<file path="src/ppm_pkg.sv">
// ppm_pkg: types and constants shared by the ppm p6 stream parser
// result word layout, result kinds, status codes, parse phases, character codes
// no dependencies
package ppm_pkg;

  typedef enum logic [2:0] {
    PH_MAGIC      = 3'd0,
    PH_LINE_START = 3'd1,
    PH_COMMENT    = 3'd2,
    PH_WIDTH      = 3'd3,
    PH_HEIGHT     = 3'd4,
    PH_MAXVAL     = 3'd5,
    PH_PIXELS     = 3'd6,
    PH_IDLE       = 3'd7
  } phase_t;

  localparam logic [1:0] KIND_HEADER = 2'd0;
  localparam logic [1:0] KIND_PIXEL  = 2'd1;
  localparam logic [1:0] KIND_STATUS = 2'd2;

  localparam logic [1:0] ST_OK        = 2'd0;
  localparam logic [1:0] ST_SHORT     = 2'd1;
  localparam logic [1:0] ST_BAD_MAGIC = 2'd2;

  localparam logic [7:0] CH_HASH = 8'h23;
  localparam logic [7:0] CH_LF   = 8'h0a;
  localparam logic [7:0] CH_ZERO = 8'h30;
  localparam logic [7:0] CH_NINE = 8'h39;
  localparam logic [7:0] CH_SIX  = 8'h36;

  localparam logic [3:0] MIN_FILE_LEN = 4'd10;
  localparam logic [3:0] MAGIC_POS    = 4'd1;
  localparam logic [3:0] HEADER_POS   = 4'd2;

  typedef struct packed {
    logic [1:0]  result_kind;
    logic [15:0] image_width;
    logic [15:0] image_height;
    logic [15:0] max_value;
    logic [23:0] pixel_rgb;
    logic [31:0] pixel_index;
    logic [1:0]  status;
    logic        is_last;
  } result_t;

endpackage

</file>
<file path="src/ppm_if.sv">
// ppm_byte_if and ppm_result_if: valid/ready channels of the ppm p6 stream parser
// byte_if carries one file byte per word, result_if one parser result per word
// no dependencies
interface ppm_byte_if;
  logic       valid;
  logic       ready;
  logic [7:0] data_byte;
  logic       last_byte;

  modport source (output valid, output data_byte, output last_byte, input ready);
  modport sink (input valid, input data_byte, input last_byte, output ready);
endinterface

interface ppm_result_if;
  logic        valid;
  logic        ready;
  logic [1:0]  result_kind;
  logic [15:0] image_width;
  logic [15:0] image_height;
  logic [15:0] max_value;
  logic [23:0] pixel_rgb;
  logic [31:0] pixel_index;
  logic [1:0]  status;
  logic        is_last;

  modport source (output valid, output result_kind, output image_width,
                  output image_height, output max_value, output pixel_rgb,
                  output pixel_index, output status, output is_last, input ready);
  modport sink (input valid, input result_kind, input image_width,
                input image_height, input max_value, input pixel_rgb,
                input pixel_index, input status, input is_last, output ready);
endinterface

</file>
<file path="src/ppm_p6_stream_parser_top.sv">
// ppm_p6_stream_parser_top: byte-serial parser for binary ppm (p6) image files
// depends on ppm_pkg and the channel interfaces in ppm_if.sv
//
// usage:
//   stream takes one file byte per word; last_byte marks the final byte of a file.
//   result gives a header word once maxval is parsed, one pixel word per complete
//   rgb triple up to width*height pixels, and one status word (is_last set) for
//   the final byte of the file. the next byte after the final one starts a new file.
//   throughput: one byte per cycle while stream.ready is high. a byte's results
//   are registered into the output queue when the byte is taken. the state update
//   of a byte is a single register stage; results go through a three-word output
//   queue. stream.ready is high while the queue holds at most one word, so a final
//   byte that yields both a pixel or header word and a status word always finds
//   room for both words; when result stalls, the queue fills and stream.ready
//   drops as soon as two words wait.
//   reset (rst, synchronous) empties the queue and returns the parser to the
//   magic check of a fresh file.
module ppm_p6_stream_parser_top #(
  parameter int DIM_BITS = 16
) (
  input  logic         clk,
  input  logic         rst,
  ppm_byte_if.sink     stream,
  ppm_result_if.source result
);
  import ppm_pkg::*;

  localparam int AW = DIM_BITS + 4;
  localparam int PW = 2 * DIM_BITS;
  localparam logic [DIM_BITS-1:0] DIM_MAX = '1;

  phase_t                  phase, phase_next;
  logic [3:0]              byte_position, byte_position_next;
  logic [DIM_BITS-1:0]     acc, acc_next;
  logic [DIM_BITS-1:0]     stored_width, stored_width_next;
  logic [DIM_BITS-1:0]     stored_height, stored_height_next;
  logic [DIM_BITS-1:0]     stored_maxval, stored_maxval_next;
  logic [1:0]              triple_count, triple_count_next;
  logic [15:0]             partial_rgb, partial_rgb_next;
  logic [31:0]             pixel_count, pixel_count_next;
  logic                    magic_error, magic_error_next;
  logic [PW-1:0]           total_pixels;

  logic                    accept;
  phase_t                  ph;
  logic [AW-1:0]           digit_sum;
  logic [31:0]             pixel_count_inc;
  logic                    main_valid;
  logic [1:0]              main_kind;
  logic [23:0]             main_rgb;
  logic [31:0]             main_index;
  result_t                 main_res, status_res, r0, r1;
  logic [1:0]              push_n;

  result_t                 q [3];
  result_t                 q_next [3];
  result_t                 s [3];
  logic [1:0]              cnt, cnt_next, base;
  logic                    pop;

  assign accept       = stream.valid && stream.ready;
  assign stream.ready = (cnt <= 2'd1);
  assign pop          = (cnt != 2'd0) && result.ready;

  assign digit_sum = ({4'b0, acc} << 3) + ({4'b0, acc} << 1)
                   + AW'(stream.data_byte - CH_ZERO);
  assign pixel_count_inc = pixel_count + 32'd1;
  assign total_pixels    = PW'(stored_width) * PW'(stored_height);

  // per-byte parse step
  always_comb begin
    phase_next         = phase;
    byte_position_next = byte_position;
    acc_next           = acc;
    stored_width_next  = stored_width;
    stored_height_next = stored_height;
    stored_maxval_next = stored_maxval;
    triple_count_next  = triple_count;
    partial_rgb_next   = partial_rgb;
    pixel_count_next   = pixel_count;
    magic_error_next   = magic_error;
    main_valid         = 1'b0;
    main_kind          = KIND_HEADER;
    main_rgb           = 24'd0;
    main_index         = 32'd0;

    if (byte_position < MIN_FILE_LEN) begin
      byte_position_next = byte_position + 4'd1;
    end

    ph = phase;
    if (phase == PH_LINE_START) begin
      ph = (stream.data_byte == CH_HASH) ? PH_COMMENT : PH_WIDTH;
    end
    phase_next = ph;

    case (ph)
      PH_MAGIC: begin
        if (byte_position == MAGIC_POS && stream.data_byte != CH_SIX) begin
          magic_error_next = 1'b1;
          phase_next       = PH_IDLE;
        end else if (byte_position >= HEADER_POS) begin
          phase_next = PH_LINE_START;
        end
      end
      PH_COMMENT: begin
        if (stream.data_byte == CH_LF) begin
          phase_next = PH_LINE_START;
        end
      end
      PH_WIDTH, PH_HEIGHT, PH_MAXVAL: begin
        if (stream.data_byte inside {[CH_ZERO:CH_NINE]}) begin
          acc_next = (digit_sum > {4'b0, DIM_MAX}) ? DIM_MAX : digit_sum[DIM_BITS-1:0];
        end else begin
          acc_next = '0;
          if (ph == PH_WIDTH) begin
            stored_width_next = acc;
            phase_next        = PH_HEIGHT;
          end else if (ph == PH_HEIGHT) begin
            stored_height_next = acc;
            phase_next         = PH_MAXVAL;
          end else begin
            stored_maxval_next = acc;
            main_valid         = 1'b1;
            main_kind          = KIND_HEADER;
            phase_next         = (total_pixels == '0) ? PH_IDLE : PH_PIXELS;
          end
        end
      end
      PH_PIXELS: begin
        if (triple_count < 2'd2) begin
          partial_rgb_next  = {partial_rgb[7:0], stream.data_byte};
          triple_count_next = triple_count + 2'd1;
        end else begin
          main_valid        = 1'b1;
          main_kind         = KIND_PIXEL;
          main_rgb          = {partial_rgb, stream.data_byte};
          main_index        = pixel_count;
          pixel_count_next  = pixel_count_inc;
          triple_count_next = 2'd0;
          partial_rgb_next  = 16'd0;
          if (pixel_count_inc >= 32'(total_pixels)) begin
            phase_next = PH_IDLE;
          end
        end
      end
      default: begin
      end
    endcase

    main_res.result_kind  = main_kind;
    main_res.image_width  = 16'(stored_width_next);
    main_res.image_height = 16'(stored_height_next);
    main_res.max_value    = 16'(stored_maxval_next);
    main_res.pixel_rgb    = main_rgb;
    main_res.pixel_index  = main_index;
    main_res.status       = ST_OK;
    main_res.is_last      = 1'b0;

    status_res             = main_res;
    status_res.result_kind = KIND_STATUS;
    status_res.pixel_rgb   = 24'd0;
    status_res.pixel_index = pixel_count_next;
    status_res.is_last     = 1'b1;
    if (byte_position_next < MIN_FILE_LEN) begin
      status_res.status = ST_SHORT;
    end else if (magic_error_next) begin
      status_res.status = ST_BAD_MAGIC;
    end else begin
      status_res.status = ST_OK;
    end

    r0     = main_valid ? main_res : status_res;
    r1     = status_res;
    push_n = {1'b0, main_valid} + {1'b0, stream.last_byte};
  end

  // output queue, head at entry 0
  always_comb begin
    s[0]     = pop ? q[1] : q[0];
    s[1]     = pop ? q[2] : q[1];
    s[2]     = q[2];
    base     = cnt - {1'b0, pop};
    cnt_next = accept ? base + push_n : base;
    for (int i = 0; i < 3; i++) begin
      if (accept && push_n != 2'd0 && 2'(i) == base) begin
        q_next[i] = r0;
      end else if (accept && push_n == 2'd2 && 2'(i) == base + 2'd1) begin
        q_next[i] = r1;
      end else begin
        q_next[i] = s[i];
      end
    end
  end

  always_ff @(posedge clk) begin
    for (int i = 0; i < 3; i++) begin
      q[i] <= q_next[i];
    end
  end

  always_ff @(posedge clk) begin
    if (rst) begin
      cnt <= 2'd0;
    end else begin
      cnt <= cnt_next;
    end
  end

  always_ff @(posedge clk) begin
    if (rst || (accept && stream.last_byte)) begin
      phase         <= PH_MAGIC;
      byte_position <= 4'd0;
      acc           <= '0;
      stored_width  <= '0;
      stored_height <= '0;
      stored_maxval <= '0;
      triple_count  <= 2'd0;
      partial_rgb   <= 16'd0;
      pixel_count   <= 32'd0;
      magic_error   <= 1'b0;
    end else if (accept) begin
      phase         <= phase_next;
      byte_position <= byte_position_next;
      acc           <= acc_next;
      stored_width  <= stored_width_next;
      stored_height <= stored_height_next;
      stored_maxval <= stored_maxval_next;
      triple_count  <= triple_count_next;
      partial_rgb   <= partial_rgb_next;
      pixel_count   <= pixel_count_next;
      magic_error   <= magic_error_next;
    end
  end

  assign result.valid        = (cnt != 2'd0);
  assign result.result_kind  = q[0].result_kind;
  assign result.image_width  = q[0].image_width;
  assign result.image_height = q[0].image_height;
  assign result.max_value    = q[0].max_value;
  assign result.pixel_rgb    = q[0].pixel_rgb;
  assign result.pixel_index  = q[0].pixel_index;
  assign result.status       = q[0].status;
  assign result.is_last      = q[0].is_last;

  a_last_restarts: assert property (@(posedge clk) disable iff (rst)
    accept && stream.last_byte |=> phase == PH_MAGIC && byte_position == 4'd0)
    else $error("parser did not restart after final byte");

  a_magic_idle: assert property (@(posedge clk) disable iff (rst)
    magic_error |-> phase == PH_IDLE)
    else $error("bad magic but parser not idle");

  a_triple_clear: assert property (@(posedge clk) disable iff (rst)
    phase != PH_PIXELS |-> triple_count == 2'd0 && partial_rgb == 16'd0)
    else $error("partial pixel held outside pixel phase");

  a_count_grows: assert property (@(posedge clk) disable iff (rst)
    !(accept && stream.last_byte) |=> pixel_count >= $past(pixel_count))
    else $error("pixel count went backwards");

  a_queue_room: assert property (@(posedge clk) disable iff (rst)
    accept |=> cnt != 2'd0 || !$past(stream.last_byte))
    else $error("status word lost");

endmodule
</file>
<file path="src/flat_wrapper.sv">
// flat-port wrapper written by rule: the top's interface ports become plain ports
module ppm_p6_stream_parser_top_flat import ppm_pkg::*;
#(
  parameter int DIM_BITS = 16
)
  (clk, rst, stream_valid, stream_data_byte, stream_last_byte, stream_ready, result_valid, result_result_kind, result_image_width, result_image_height, result_max_value, result_pixel_rgb, result_pixel_index, result_status, result_is_last, result_ready);
  ppm_byte_if stream_i ();
  ppm_result_if result_i ();
  input  logic clk;
  input  logic rst;
  input wire logic [$bits(stream_i.valid)-1:0] stream_valid;
  input wire logic [$bits(stream_i.data_byte)-1:0] stream_data_byte;
  input wire logic [$bits(stream_i.last_byte)-1:0] stream_last_byte;
  output wire logic [$bits(stream_i.ready)-1:0] stream_ready;
  output wire logic [$bits(result_i.valid)-1:0] result_valid;
  output wire logic [$bits(result_i.result_kind)-1:0] result_result_kind;
  output wire logic [$bits(result_i.image_width)-1:0] result_image_width;
  output wire logic [$bits(result_i.image_height)-1:0] result_image_height;
  output wire logic [$bits(result_i.max_value)-1:0] result_max_value;
  output wire logic [$bits(result_i.pixel_rgb)-1:0] result_pixel_rgb;
  output wire logic [$bits(result_i.pixel_index)-1:0] result_pixel_index;
  output wire logic [$bits(result_i.status)-1:0] result_status;
  output wire logic [$bits(result_i.is_last)-1:0] result_is_last;
  input wire logic [$bits(result_i.ready)-1:0] result_ready;
  assign stream_i.valid = stream_valid;
  assign stream_i.data_byte = stream_data_byte;
  assign stream_i.last_byte = stream_last_byte;
  assign stream_ready = stream_i.ready;
  assign result_valid = result_i.valid;
  assign result_result_kind = result_i.result_kind;
  assign result_image_width = result_i.image_width;
  assign result_image_height = result_i.image_height;
  assign result_max_value = result_i.max_value;
  assign result_pixel_rgb = result_i.pixel_rgb;
  assign result_pixel_index = result_i.pixel_index;
  assign result_status = result_i.status;
  assign result_is_last = result_i.is_last;
  assign result_i.ready = result_ready;
  ppm_p6_stream_parser_top #(.DIM_BITS(DIM_BITS)) u_core (.clk(clk), .rst(rst), .stream(stream_i), .result(result_i));
endmodule
</file>
<file path="config.mk">
export PLATFORM = sky130hd
export DESIGN_NAME = ppm_p6_stream_parser_top_flat
export DESIGN_NICKNAME = d
export VERILOG_FILES = /design/src/ppm_pkg.sv /design/src/ppm_if.sv /design/src/ppm_p6_stream_parser_top.sv /design/src/flat_wrapper.sv
export SDC_FILE = /design/constraint.sdc
export NUM_CORES = 2
export LEC_CHECK = 0
export BUFFER_PORTS_ARGS = -buffer_cell sky130_fd_sc_hd__buf_2
export CAP_MARGIN = 20
export CORE_MARGIN = 2
export CORE_UTILIZATION = 50
export CTS_CLUSTER_SIZE = 24
export DETAILED_ROUTE_END_ITERATION = 10
export PLACE_DENSITY = 0.63
export SLEW_MARGIN = 10
export SYNTH_ARGS = -nofsm -noshare
export SYNTH_HDL_FRONTEND = slang
export SYNTH_SLANG_ARGS = --single-unit
export TNS_END_PERCENT = 20
</file>
<file path="constraint.sdc">
create_clock -name clk -period 14.7 [get_ports clk]
set_input_delay 1.47 -clock clk [delete_from_list [all_inputs] [get_ports clk]]
set_output_delay 1.47 -clock clk [all_outputs]
set_load 0.02 [all_outputs]
</file>
==> flow_summary.yaml <==
critical_path:
  worstPathArrival_ns: 8.77
  path_class: "reg -> reg"
  path_delay_family: "adder cells"
  critPathLaunchType: "flip-flop"
  cp_data_required_time_ns: 15.18
  crit_buf_inv: 6
  critPathMaxStageDelay_ns: 0.88
  end_kind: "flip-flop"
  slowest_stage: "dfxtp_1"
  cp_max_fo: 18
floorplan:
  ios: 124
  chipWidth_um: 253.6
  die_area_um2: 64320
  num_rows: 91
  initial_core_util_pct: 50.57
  core_um2: 61600
  fp.dieH_um: 253.6
yosys:
  ys_types: 84
  synthCells: 3175
  synth.top_cell.area_share_pct: 31.23
  yosys.area_share.simple_pct: 14.47
  syn_avg_cell_area_um2: 9.811
  synth_nets: 3565
  yosys_register_bits: 448
  async_reset_ff_share_pct: 0
  synth_mux_area_share_pct: 1.028
  synthAdderAreaFrac_pct: 20.18
  synth_top_family_by_area: "adder cells"
  synth_top_area_cell: "edfxtp_1"
  synth_ff_type: "edfxtp_1"
  synth_compound_area_share_pct: 12.87
  synth_xor_area_share_pct: 3.117
  yosys_warnings: 0
  synth-edff-count: 324
  synthesis.area_um2: 31150
  synth.area.top_cells: "edfxtp_1, fa_1, dfxtp_1"
  ys_seq_area_share_pct: 39.20
routing:
  drc: 0
  first_pass_iters: 6
  finalWirelength_mm: 80.18
  postRouteAntennaNets: 0
  vias_per_cell: 5.761
  via_count: 22710
  drt_iter0_drc: 2072
  wire_per_inst_um: 20.34
timing:
  max_freq_ghz: 0.1205
  fin_skew_ns: 0.04259
  worst_slew_pin_slew_ns: 1.067
  setup_viol: 0
  slew_violations: 0
  period_minus_slack_ns: 8.298
  hold_violations: 0
  tns_ns: 0
  maxSlewHeadroom_pct: 28.30
  finalCritPeriodShare_pct: 56.45
  rsz0062_at_grt: "false"
global_routing:
  grt_max_degree: 89
  antenna_found_initial: 0
  grt_pass1_wl_mm: 126.5
  grt_pass1_vias: 22500
  grt_overflow: 0
  grt_usage_pct: 25.07
pwr:
  max-vdd-ir-drop_mv: 0.09349
  power_density_nw_per_um2: 137.1
  power_leakage_nw: 14.24
  power_mw: 4.536
clock_tree:
  clk_pin_slew_ns: 0.06
  numClockSinks: 448
  cts_tree: "done"
  postCtsSetupBuffers: 0
  clock-root-buffer: "clkbuf_16"
  clockBufferDepth: 3
  numCtsBuffers: 48
  clk_latency_ns: 0.60
  htree_levels: 2
  cts-resized-gates: 0
  ctsHoldBuffers: 0
placed_design:
  place.detailed.hpwl_mm: 56.36
  gp_congestion: 0.9059
  io_buffers: 123
final_layout:
  mostFrequentLayoutCell: "inv_1"
  area_delta_synth_final_pct: 6.238
  final_cell_mix: "inv_1, edfxtp_1, nor2_1"
  drive_gt1_share_pct: 8.315
  num-nets-final: 3453
outcome:
  status: "completed"
hold_path:
  hold_path_class: "reg -> reg"
job:
  cap_violations: 0
metal layers:
layer  wire (µm)  GRT usage (%)
met5           0              0
met4        1779          6.746
met3        5132          3.892
met2       37400          39.77
met1       35870          35.85
state kept, by name, indices dropped and copies added (netlist names):
signal,cells
u_core.q,324
u_core.pixel_count,32
u_core.acc,16
u_core.partial_rgb,16
u_core.stored_height,16
u_core.stored_maxval,16
u_core.stored_width,16
u_core.byte_position,4
u_core.phase,3
u_core.cnt,2
u_core.triple_count,2
u_core.magic_error,1
layout make-up:
cell class,count,area (µm²)
timing repair buffer,150,833.3
fill,5406,28500
clock buffer,68,1348
tap,837,1047
multi-input combinational,2087,16180
clock inverter,22,242.7
antenna,1,2.502
inverter,328,1231
sequential,448,12210
power breakdown:
part           internal [mW]  total [mW]  leakage (nW)  switching [mW]
clock                  0.712        1.23         0.760           0.517
combinational          0.450        1.42          9.42           0.970
sequential              1.73        1.89          4.06           0.153
total                   2.90        4.54          14.2            1.64
through the flow:
step                cell area (µm²)  setup slack (ns)  instances  utilization, %  hold WS (ns)
CTS                           33060             6.531       3938           53.67        0.4818
finish                        33090             6.402       3941           53.73        0.4857
floorplan                     31150             6.040       3175               -        0.4374
global placement              31460             6.675       3847           51.08        0.4512
global route                  33090             5.845       3940           53.72        0.5211
detailed placement            31470             6.519       3848           51.09        0.4673
worst paths after layout:
| path | endpoint | slack (ns) | start | cells after the start |
|---|---|---|---|---|
| worst min register to register | u_core.triple_count[1] | 0.49 | u_core.triple_count[0] | 2 |
| worst max register to register | u_core.phase[0] | 6.40 | u_core.stored_height[7] | 31 |
| worst min-delay path | u_core.triple_count[1] | 0.49 | u_core.triple_count[0] | 2 |
| worst max-delay path | u_core.phase[0] | 6.40 | u_core.stored_height[7] | 31 |
worst reg2reg max path, delay by kind of cell, from the launching register on:
family | cells | cell delay, ns
XOR/XNOR | 1 | 0.20
buffers and inverters | 6 | 0.34
AND/OR/NAND/NOR | 5 | 0.82
flip-flops | 1 | 0.88
adder cells (fa/ha/maj) | 8 | 3.58
AO/OA/AOI/OAI | 11 | 2.37
cell usage after synthesis (6+ instances only):
library cell	count
a211o_1	7
buf_4	112
nor2b_1	12
edfxtp_1	324
a22o_1	51
xor2_1	54
ha_1	168
nor2_1	317
a32oi_1	6
a221oi_1	25
a221o_1	13
a21oi_1	270
inv_1	328
and2_1	128
nor3b_1	16
o21ai_0	63
o31ai_1	10
fa_1	209
a21o_1	22
nand4_1	14
a211oi_1	57
nand3_1	38
mux2i_1	32
o211ai_1	8
o221ai_1	26
o21a_1	9
xnor2_1	55
or3_1	20
buf_1	10
and3_1	45
nor3_1	30
nand2b_1	8
dfxtp_1	124
clkbuf_1	175
nand2_1	287
buf_2	13
nor4_1	7
kinds of logic after synthesis:
group	after synthesis
AOI/OAI and AO/OA	616
xor gates and xnor gates	110
adders and majority gates	377
buffers and inverters	640
DFF	448
muxes	32
and+or+nand+nor	952
(Power assumes the default switching activity.)
